<file path="config.mk">
export PLATFORM = sky130hd
export DESIGN_NAME = vfcd_ctrl
export DESIGN_NICKNAME = d
export VERILOG_FILES = /design/src/design/vfcd_pkg.sv /design/src/design/vfcd_ctrl.sv
export SDC_FILE = /design/constraint.sdc
export NUM_CORES = 1
export LEC_CHECK = 0
export BUFFER_PORTS_ARGS = -buffer_cell sky130_fd_sc_hd__buf_2
export CORE_AREA = 10 10 47 49
export DETAILED_ROUTE_END_ITERATION = 16
export DIE_AREA = 0 0 57 59
export GPL_ROUTABILITY_DRIVEN = 1
export PLACE_DENSITY_LB_ADDON = 0.15
export SLEW_MARGIN = 25
export SYNTH_ARGS = -nofsm -noshare
export SYNTH_HDL_FRONTEND = slang
export SYNTH_SLANG_ARGS = --single-unit
</file>
<file path="constraint.sdc">
create_clock -name clk -period 1.3 [get_ports clk]
set_clock_uncertainty 0.2 [all_clocks]
set_input_delay 0.13 -clock clk [delete_from_list [all_inputs] [get_ports clk]]
set_output_delay 0.13 -clock clk [all_outputs]
set_load 0.05 [all_outputs]
</file>
<file path="src/design/vfcd_pkg.sv">
// Shared types and constants of the video frame capture deframer.
`default_nettype none

package vfcd_pkg;

    // Field and index widths
    localparam int DATA_W   = 8;
    localparam int ADDR_W   = 15;
    localparam int FSIZE_W  = 15;
    localparam int FILL_W   = 16;
    localparam int CNT_W    = 32;
    localparam int IDX_W    = 17;   // holds any store index and the store depth itself
    localparam int CFG_IDX_W = 2;

    // Configuration register indexes
    localparam logic [CFG_IDX_W-1:0] REG_FRAME_SIZE = 2'd0;
    localparam logic [CFG_IDX_W-1:0] REG_DROP_BAD   = 2'd1;
    localparam logic [CFG_IDX_W-1:0] REG_REORDER    = 2'd2;

    localparam logic [FSIZE_W-1:0] FRAME_SIZE_RESET = 15'd23040;

    // Frame and screen geometry
    localparam int SYNC_BIT = 7;
    localparam logic [FILL_W-1:0] MIN_FRAME_BYTES = 16'd90;
    localparam logic [7:0] PIX_H = 8'd88;
    localparam logic [IDX_W-1:0] STRIP_BYTES = 17'd704;   // 88 rows x 8 pixels
    localparam logic [IDX_W-1:0] PIX_TOTAL   = 17'd11264; // 128 x 88

    // Configuration seen by the datapath
    typedef struct packed {
        logic [FSIZE_W-1:0] frame_size;
        logic               drop_bad;
        logic               reorder;
    } vfcd_cfg_t;

    // Controller to datapath
    typedef struct packed {
        logic clear_en;      // write zero to both stores at the sweep index
        logic sweep_rst;     // sweep index back to zero
        logic accept;        // item taken this cycle
        logic copy_rd;       // read capture store at the sweep index for the copy
        logic push_write;    // store a captured byte and advance the fill count
        logic push_from_reg; // captured byte comes from the item latch
        logic load_result;   // load the output register
    } vfcd_cmd_t;

    // Datapath to controller
    typedef struct packed {
        logic clear_last;
        logic copy_last;
        logic is_push;
        logic defer_write;   // push that commits a frame needs a copy first
        logic out_free;
    } vfcd_status_t;

endpackage

`default_nettype wire

</file>
<file path="src/design/vfcd_ctrl.sv">
// Controller state machine of the video frame capture deframer.
`default_nettype none

module vfcd_ctrl (
    input  wire logic                  clk,
    input  wire logic                  rst_n,
    input  wire logic                  item_valid,
    output logic                       item_ready,
    input  wire vfcd_pkg::vfcd_status_t status,
    output vfcd_pkg::vfcd_cmd_t        cmd
);
    import vfcd_pkg::*;

    localparam logic [2:0] ST_CLEAR  = 3'd0;
    localparam logic [2:0] ST_IDLE   = 3'd1;
    localparam logic [2:0] ST_COPY   = 3'd2;
    localparam logic [2:0] ST_TAIL   = 3'd3;
    localparam logic [2:0] ST_WRITE  = 3'd4;
    localparam logic [2:0] ST_RESULT = 3'd5;

    logic [2:0] state_reg;
    logic [2:0] state_next;

    // State register
    always_ff @(posedge clk or negedge rst_n)
    begin
        if (!rst_n)
        begin
            state_reg <= ST_CLEAR;
        end
        else
        begin
            state_reg <= state_next;
        end
    end

    // Next state and commands
    always_comb
    begin
        state_next = state_reg;
        cmd        = '0;
        case (state_reg)
            ST_CLEAR:
            begin
                cmd.clear_en = 1'b1;
                if (status.clear_last)
                begin
                    cmd.sweep_rst = 1'b1;
                    state_next    = ST_IDLE;
                end
            end
            ST_IDLE:
            begin
                if (item_valid)
                begin
                    cmd.accept    = 1'b1;
                    cmd.sweep_rst = 1'b1;
                    if (status.defer_write)
                    begin
                        state_next = ST_COPY;
                    end
                    else
                    begin
                        cmd.push_write = status.is_push;
                        state_next     = ST_RESULT;
                    end
                end
            end
            ST_COPY:
            begin
                cmd.copy_rd = 1'b1;
                if (status.copy_last)
                begin
                    state_next = ST_TAIL;
                end
            end
            ST_TAIL:
            begin
                // last copied byte lands in the screen store
                state_next = ST_WRITE;
            end
            ST_WRITE:
            begin
                cmd.push_write    = 1'b1;
                cmd.push_from_reg = 1'b1;
                state_next        = ST_RESULT;
            end
            ST_RESULT:
            begin
                if (status.out_free)
                begin
                    cmd.load_result = 1'b1;
                    state_next      = ST_IDLE;
                end
            end
            default:
            begin
                state_next = ST_CLEAR;
            end
        endcase
    end

    assign item_ready = (state_reg == ST_IDLE);

endmodule

`default_nettype wire

</file>
## Word level (Yosys, flattened, before mapping)

Index checks and enable logic that the tools add are counted.

| storage, ports and cells | value |
|---|---|
| flip-flop bits (word level) | 3 |
| input bits | 8 |
| output and inout port bits | 8 |
| logic and storage cells | 30 |

| cells by class | value |
|---|---|
| eq/ne operators | 9 |
| multiplexer cells | 18 |
| reductions and logical operators | 2 |

Operators with widths:

| cell | count |
|---|---|
| case mux 3 bit (6 select lines) | 1 |
| two-way mux 3 bit | 5 |
| two-way mux 1 bit | 9 |
| != test 2 bit (second input constant) | 4 |
| == test 3 x 2 -> 1 bit (second input constant) | 2 |
| == test 3 bit (second input constant) | 2 |
| case mux 1 bit (2 select lines) | 2 |
| AND reduction 4 bit | 1 |
| == test 3 x 1 -> 1 bit (second input constant) | 1 |
| zero test 3 bit | 1 |
| two-way mux 2 bit | 1 |

## Logic depth before layout (Yosys ltp)

Gate-level depths: netlist of the first run.

| depth | value |
|---|---|
| word-level depth | 3 |
| depth in mapped cells | 4 |
| mapped depth without buffers | 3 |

## Worst setup path before layout of the first run

OpenSTA, ideal clock, no wires.

| path | value |
|---|---|
| path kind | reg-to-output |
| start | register state_reg[1] |
| end | output cmd[2] (netlist bit) |
| arrival time | 1.826 ns |
| data required time | 0.970 ns |
| path slack | -0.856 ns |
| stages on the path, launching flop included | 5 |
| path buffers | 1 |
| cell sequence | dfrtp_1 buf_6 nand2b_1 nor2_1 a31o_1 |

RTL lines:

| item | RTL line | text |
|---|---|---|
| start, declared | vfcd_ctrl.sv:21 | `logic [2:0] state_reg;` |
| start signal, assigned | vfcd_ctrl.sv:33 | `state_reg <= state_next;` |
| end, declared | vfcd_ctrl.sv:10 | `output vfcd_pkg::vfcd_cmd_t cmd` |

==> run metrics, run 1 <==
status finished with violations; violated checks setup timing; height of the die 59 um; via count 327; worst-path fanout max 3; Place WS -0.1882 ns; routability cong. 0.7506; Starting Density 18.66%; Num CTS Buffers 3; Syn-to-layout area delta 133.5%; Rel. slew slack 83.16%; Setup violations, final 9; Seq/Total Area, Yosys 28.71%; # diodes 0; Post-Syn Instances 31; worst r2r dst state_reg[0]; Power per Cell Area 2699 mW/mm2; Worst-Margin Slew 0.2544 ns; H-tree levels 1; peak supply drop 1342 uV; post-route ant nets 0; Worst EP required 0.97 ns; worst skew pair latency 0.24 ns; All-Layer GR Usage 5.755%; Core Region 0.001401 mm2; largest net degree at the start of global routing 8; final hold vios 0; fraction of layout cells with a size suffix above 1 65.00%; TritonCTS clock tree done; initial antenna violation count 0; setup ws final -0.3403 ns; combinational family with the most area after synthesis simple AND/OR/NAND/NOR gates; Die Footprint 0.003363 mm2; max-slew violation count 0; minimum clock period 1.640 ns; final net count 69; period utilization 126.2%; number of synthesis warnings 0; worst hold path type in -> async; Data arrival, critical path 1.31 ns; clock transition at the registers of the reported paths 0.04 ns; Port-buffer cells 15; Ports 16; global route overflow 0; synthesized-area fraction occupied by adder cells 0%; vias in the first global route 357; reg2reg path depth 6; maxcap violations 0; TritonRoute pass-1 iters 3; root buffer cell clkbuf_4; most frequent cells in the layout buf_2, buf_6, buf_4; synthesized cell area 261.5 um2; Leak 0.0002786 uW; Netlist cell types 22; Worst path max stage delay 0.41 ns; FF/Latch Area 76.32 um2; Mapped Nets 39; CP max stage cell dfrtp_1; die width 57 um; max reg flops 3; mux contribution to synthesized area 3.828%; Avg Cell Area, Syn 8.436 um2; fmax 0.6096 GHz; Fill cells 157; critical path type reg -> out; drc violations 0; Post-Synth Simple-Gate Area 43.06%; first-pass GRT wire length 1483 um; via/cell ratio 4.303; FF-to-FF Start state_reg[0]; Rows 14; Compound-Gate Fraction of Synth Area 13.88%; XOR/XNOR Fraction of Synth Area 0%; WL final 962 um; Clock Sinks 3; drt first-iter violations 2; Util after Layout 43.57%; RSZ-0062 raised after global routing true; crit path cell chain nor3b_4 > and2_4 > a31o_4 > buf_8; R2R Setup Slk -0.13 ns; clock buffer depth 2; Startpoint Class flop; DR WL/cell 12.66 um; crit end category output port; #FFs+latches synth 3; hpwl dp 679.8 um; Multi-input gate area 231.5 um2
## through the flow
stage | setup TNS, ns | hold slack [ns] | instances | cell area, um2 | power, uW
2_1_floorplan | -2.387 | -0.3656 | 31 | 292.8 | 887.6
3_3_place_gp | -0.6882 | -0.2727 | 66 | 412.9 | 1144
3_5_place_dp | -0.6134 | -0.2729 | 66 | 412.9 | 1139
4_1_cts | -2.160 | 0.01019 | 73 | 526.8 | 1474
5_1_grt | -2.718 | 0.03633 | 76 | 610.6 | 1748
6_report | -2.201 | 0.009001 | 76 | 610.6 | 1648
## worst max-delay path: cells and delay by family (launching register included)
kind,cells,cell delay (ns)
compound gates,1,0.14
buf+inv,1,0.13
simple gates,2,0.38
flops,1,0.41
## kinds of logic (layout without fill, tap and decap cells)
kind of cell	count (synthesis)	count (layout)
muxes	1	1
AOI/OAI and AO/OA	6	6
buffers and inverters	4	33
DFF	3	3
and+or+nand+nor	17	17
## cell type report
cell class / count / area share [%]
multi-input combinational: 24 / 37.91
timing repair buffer: 28 / 41.39
sequential: 3 / 12.50
tap: 16 / 3.279
clock buffer: 4 / 4.303
inverter: 1 / 0.6148
## power breakdown
part / leakage (uW) / internal, uW / switching, uW
Clock: 0.0000150 / 116 / 57.1
Combinational: 0.000228 / 602 / 692
Sequential: 0.0000354 / 134 / 47.0
## how the worst max path moves through the flow
stage | startpoint | cells past startpoint | end
floorplan | state_reg[2] | 4 | cmd[2]
global placement | state_reg[1] | 4 | cmd[2]
detailed placement | state_reg[2] | 4 | cmd[2]
CTS | state_reg[0] | 4 | cmd[2]
global route | state_reg[2] | 4 | cmd[2]
finish | state_reg[2] | 4 | cmd[2]
## synthesized netlist by cell type
cell	number	share of area (%)
a21oi_1	3	5.7
dfrtp_1	3	29
nand2_1	2	2.9
nand2b_1	2	4.8
nand3_1	2	3.8
nor2_1	2	2.9
nor3_1	2	3.8
a31o_1	1	3.3
and2_4	1	3.3
and2b_1	1	2.9
and3_1	1	2.4
buf_2	1	1.9
buf_4	1	2.9
buf_6	1	4.3
inv_1	1	1.4
mux2i_1	1	3.8
nor2b_1	1	2.4
nor3b_1	1	2.9
nor3b_4	1	7.2
nor4bb_1	1	3.8
o21ai_0	1	1.9
o21bai_1	1	2.9
## repair_timing
item / CTS / global route
buffers inserted: 0 / 2
hold buffers: 3 / 1
pin swaps: 1 / 5
gates resized for setup: 17 / 13
endpoints found under the setup margin: 9 / 11
endpoints found under the hold margin: 5 / 1
## metal layers
| metal | GRT usage, % | vias to the layer above | part of all wire, % |
|---|---|---|---|
| met5 | 0 | - | 0 |
| met4 | 7.047 | 0 | 2.3 |
| met3 | 2.361 | 2 | 5.3 |
| met2 | 9.147 | 11 | 52 |
| met1 | 5.006 | 151 | 40 |
| li1 | - | 163 | - |
(Power assumes the default switching activity.)
==> run 2: changes to the inputs <==
--- a/config.mk
+++ b/config.mk
@@ -11,6 +11,7 @@
 export DIE_AREA = 0 0 57 59
 export GPL_ROUTABILITY_DRIVEN = 1
 export PLACE_DENSITY_LB_ADDON = 0.15
+export SETUP_SLACK_MARGIN = 0.02
 export SLEW_MARGIN = 25
 export SYNTH_ARGS = -nofsm -noshare
 export SYNTH_HDL_FRONTEND = slang
==> run metrics, run 2 (same netlist as run 1, synthesis figures left out) <==
first-pass GRT wire length 1483 um (unchanged); hpwl dp 679.8 um (unchanged); Port-buffer cells 15 (unchanged); final net count 69 (unchanged); critical path type reg -> out; Place WS -0.1882 ns (unchanged); Data arrival, critical path 1.31 ns (about the same); worst hold path type in -> async; Final Total Pwr 1648 uW (about the same); crit end category output port; peak supply drop 1342 uV (about the same); Worst-Margin Slew 0.2544 ns (unchanged); die width 57 um (unchanged); worst-path fanout max 3 (unchanged); Clock Sinks 3 (unchanged); vias in the first global route 357 (unchanged); Die Footprint 0.003363 mm2 (unchanged); Setup violations, final 9 (unchanged); height of the die 59 um (unchanged); routability cong. 0.7506 (unchanged); maxcap violations 0 (unchanged); Worst EP required 0.97 ns (about the same); Rows 14 (unchanged); final hold vios 0 (unchanged); drc violations 0 (unchanged); via/cell ratio 4.316 (+0.31%); clock transition at the registers of the reported paths 0.04 ns (about the same); Syn-to-layout area delta 133.5% (unchanged); Power per Cell Area 2699 mW/mm2 (about the same); TritonRoute pass-1 iters 3 (unchanged); All-Layer GR Usage 5.755% (unchanged); RSZ-0062 raised after global routing true; # diodes 0 (unchanged); via count 328 (+0.31%); most frequent cells in the layout buf_2, buf_6, buf_4; Core Region 0.001401 mm2 (unchanged); fraction of layout cells with a size suffix above 1 65.00% (unchanged); max reg flops 3 (unchanged); violated checks setup timing; clock buffer depth 2 (unchanged); TritonCTS clock tree done; minimum clock period 1.640 ns (-0.00007600 ns); period utilization 126.2% (about the same); drt first-iter violations 2 (unchanged); Startpoint Class flop; global route overflow 0 (unchanged); H-tree levels 1 (unchanged); Leak 0.0002786 uW (unchanged); setup ws final -0.3402 ns (+0.00007600 ns); status finished with violations; Fill cells 157 (unchanged); Ports 16 (unchanged); Starting Density 18.66% (unchanged); post-route ant nets 0 (unchanged); WL final 962 um (unchanged); largest net degree at the start of global routing 8 (unchanged); initial antenna violation count 0 (unchanged); Rel. slew slack 83.16% (unchanged); Num CTS Buffers 3 (unchanged); fmax 0.6097 GHz (about the same); DR WL/cell 12.66 um (unchanged); root buffer cell clkbuf_4; worst skew pair latency 0.24 ns (about the same); max-slew violation count 0 (unchanged)
## run 2: cell counts in the layout (fill, tap and decap cells not counted)
No cell type changed its count.
## run 2: layer usage
| layer | part of all wire, % | track usage, % | vias to the layer above |
|---|---|---|---|
| met5 | 0 | 0 | - |
| met4 | 2.3 | 7.047 | 0 |
| met3 | 5.3 | 2.361 | 2 |
| met2 | 52 | 9.147 | 11 |
| met1 | 40 | 5.006 | 152 |
| li1 | - | - | 163 |
## run 2: where the power goes
part	total [uW]	switching (uW)	internal [uW]
clock	173	57.1	116
sequential	181	47.0	134
combinational	1290	692	602
total	1650	796	852
## run 2: area by class of cell
type                       instances  area, um2  area share [%]
sequential                         3      76.32           12.50
multi-input combinational         24      231.5           37.91
inverter                           1      3.754          0.6148
timing repair buffer              28      252.7           41.39
clock buffer                       4      26.28           4.303
tap                               16      20.02           3.279
## run 2: critical path, cell delays in order (launching register included)
cell and delay, ns:
dfrtp_1 0.41, nor3b_4 0.21, and2_4 0.17, a31o_4 0.14, buf_8 0.13
## run 2: path summary, 6_finish.rpt
| kind | startpoint | slack (ns) | cells past startpoint | end |
|---|---|---|---|---|
| max in group asynchronous | rst_n | 0.77 | 2 | state_reg[1] |
| worst max register to register | state_reg[0] | -0.13 | 6 | state_reg[0] |
| worst max-delay path | state_reg[2] | -0.34 | 4 | cmd[2] |
| worst min-delay path | rst_n | 0.009 | 2 | state_reg[2] |
| worst min register to register | state_reg[2] | 0.51 | 2 | state_reg[1] |
| min in group clk | status[0] | 0.03 | 3 | state_reg[2] |
## run 2: per-stage QoR
stage | setup TNS, ns | area, um2 | hold slack, ns | util, % | std cells
global placement | -0.6882 | 412.9 | -0.2727 | 29.46 | 66
floorplan | -2.387 | 292.8 | -0.3656 | - | 31
global route | -2.718 | 610.6 | 0.03633 | 43.57 | 76
CTS | -2.160 | 526.8 | 0.01019 | 37.59 | 73
finish | -2.200 | 610.6 | 0.009077 | 43.57 | 76
detailed placement | -0.6134 | 412.9 | -0.2729 | 29.46 | 66
## run 2: repair_timing
| item | in CTS | in global routing |
|---|---|---|
| hold buffers | 3 | 1 |
| endpoints found under the setup margin | 10 | 11 |
| pin swaps | 1 | 5 |
| gates resized for setup | 17 | 13 |
| endpoints found under the hold margin | 5 | 1 |
| buffers inserted | 0 | 2 |
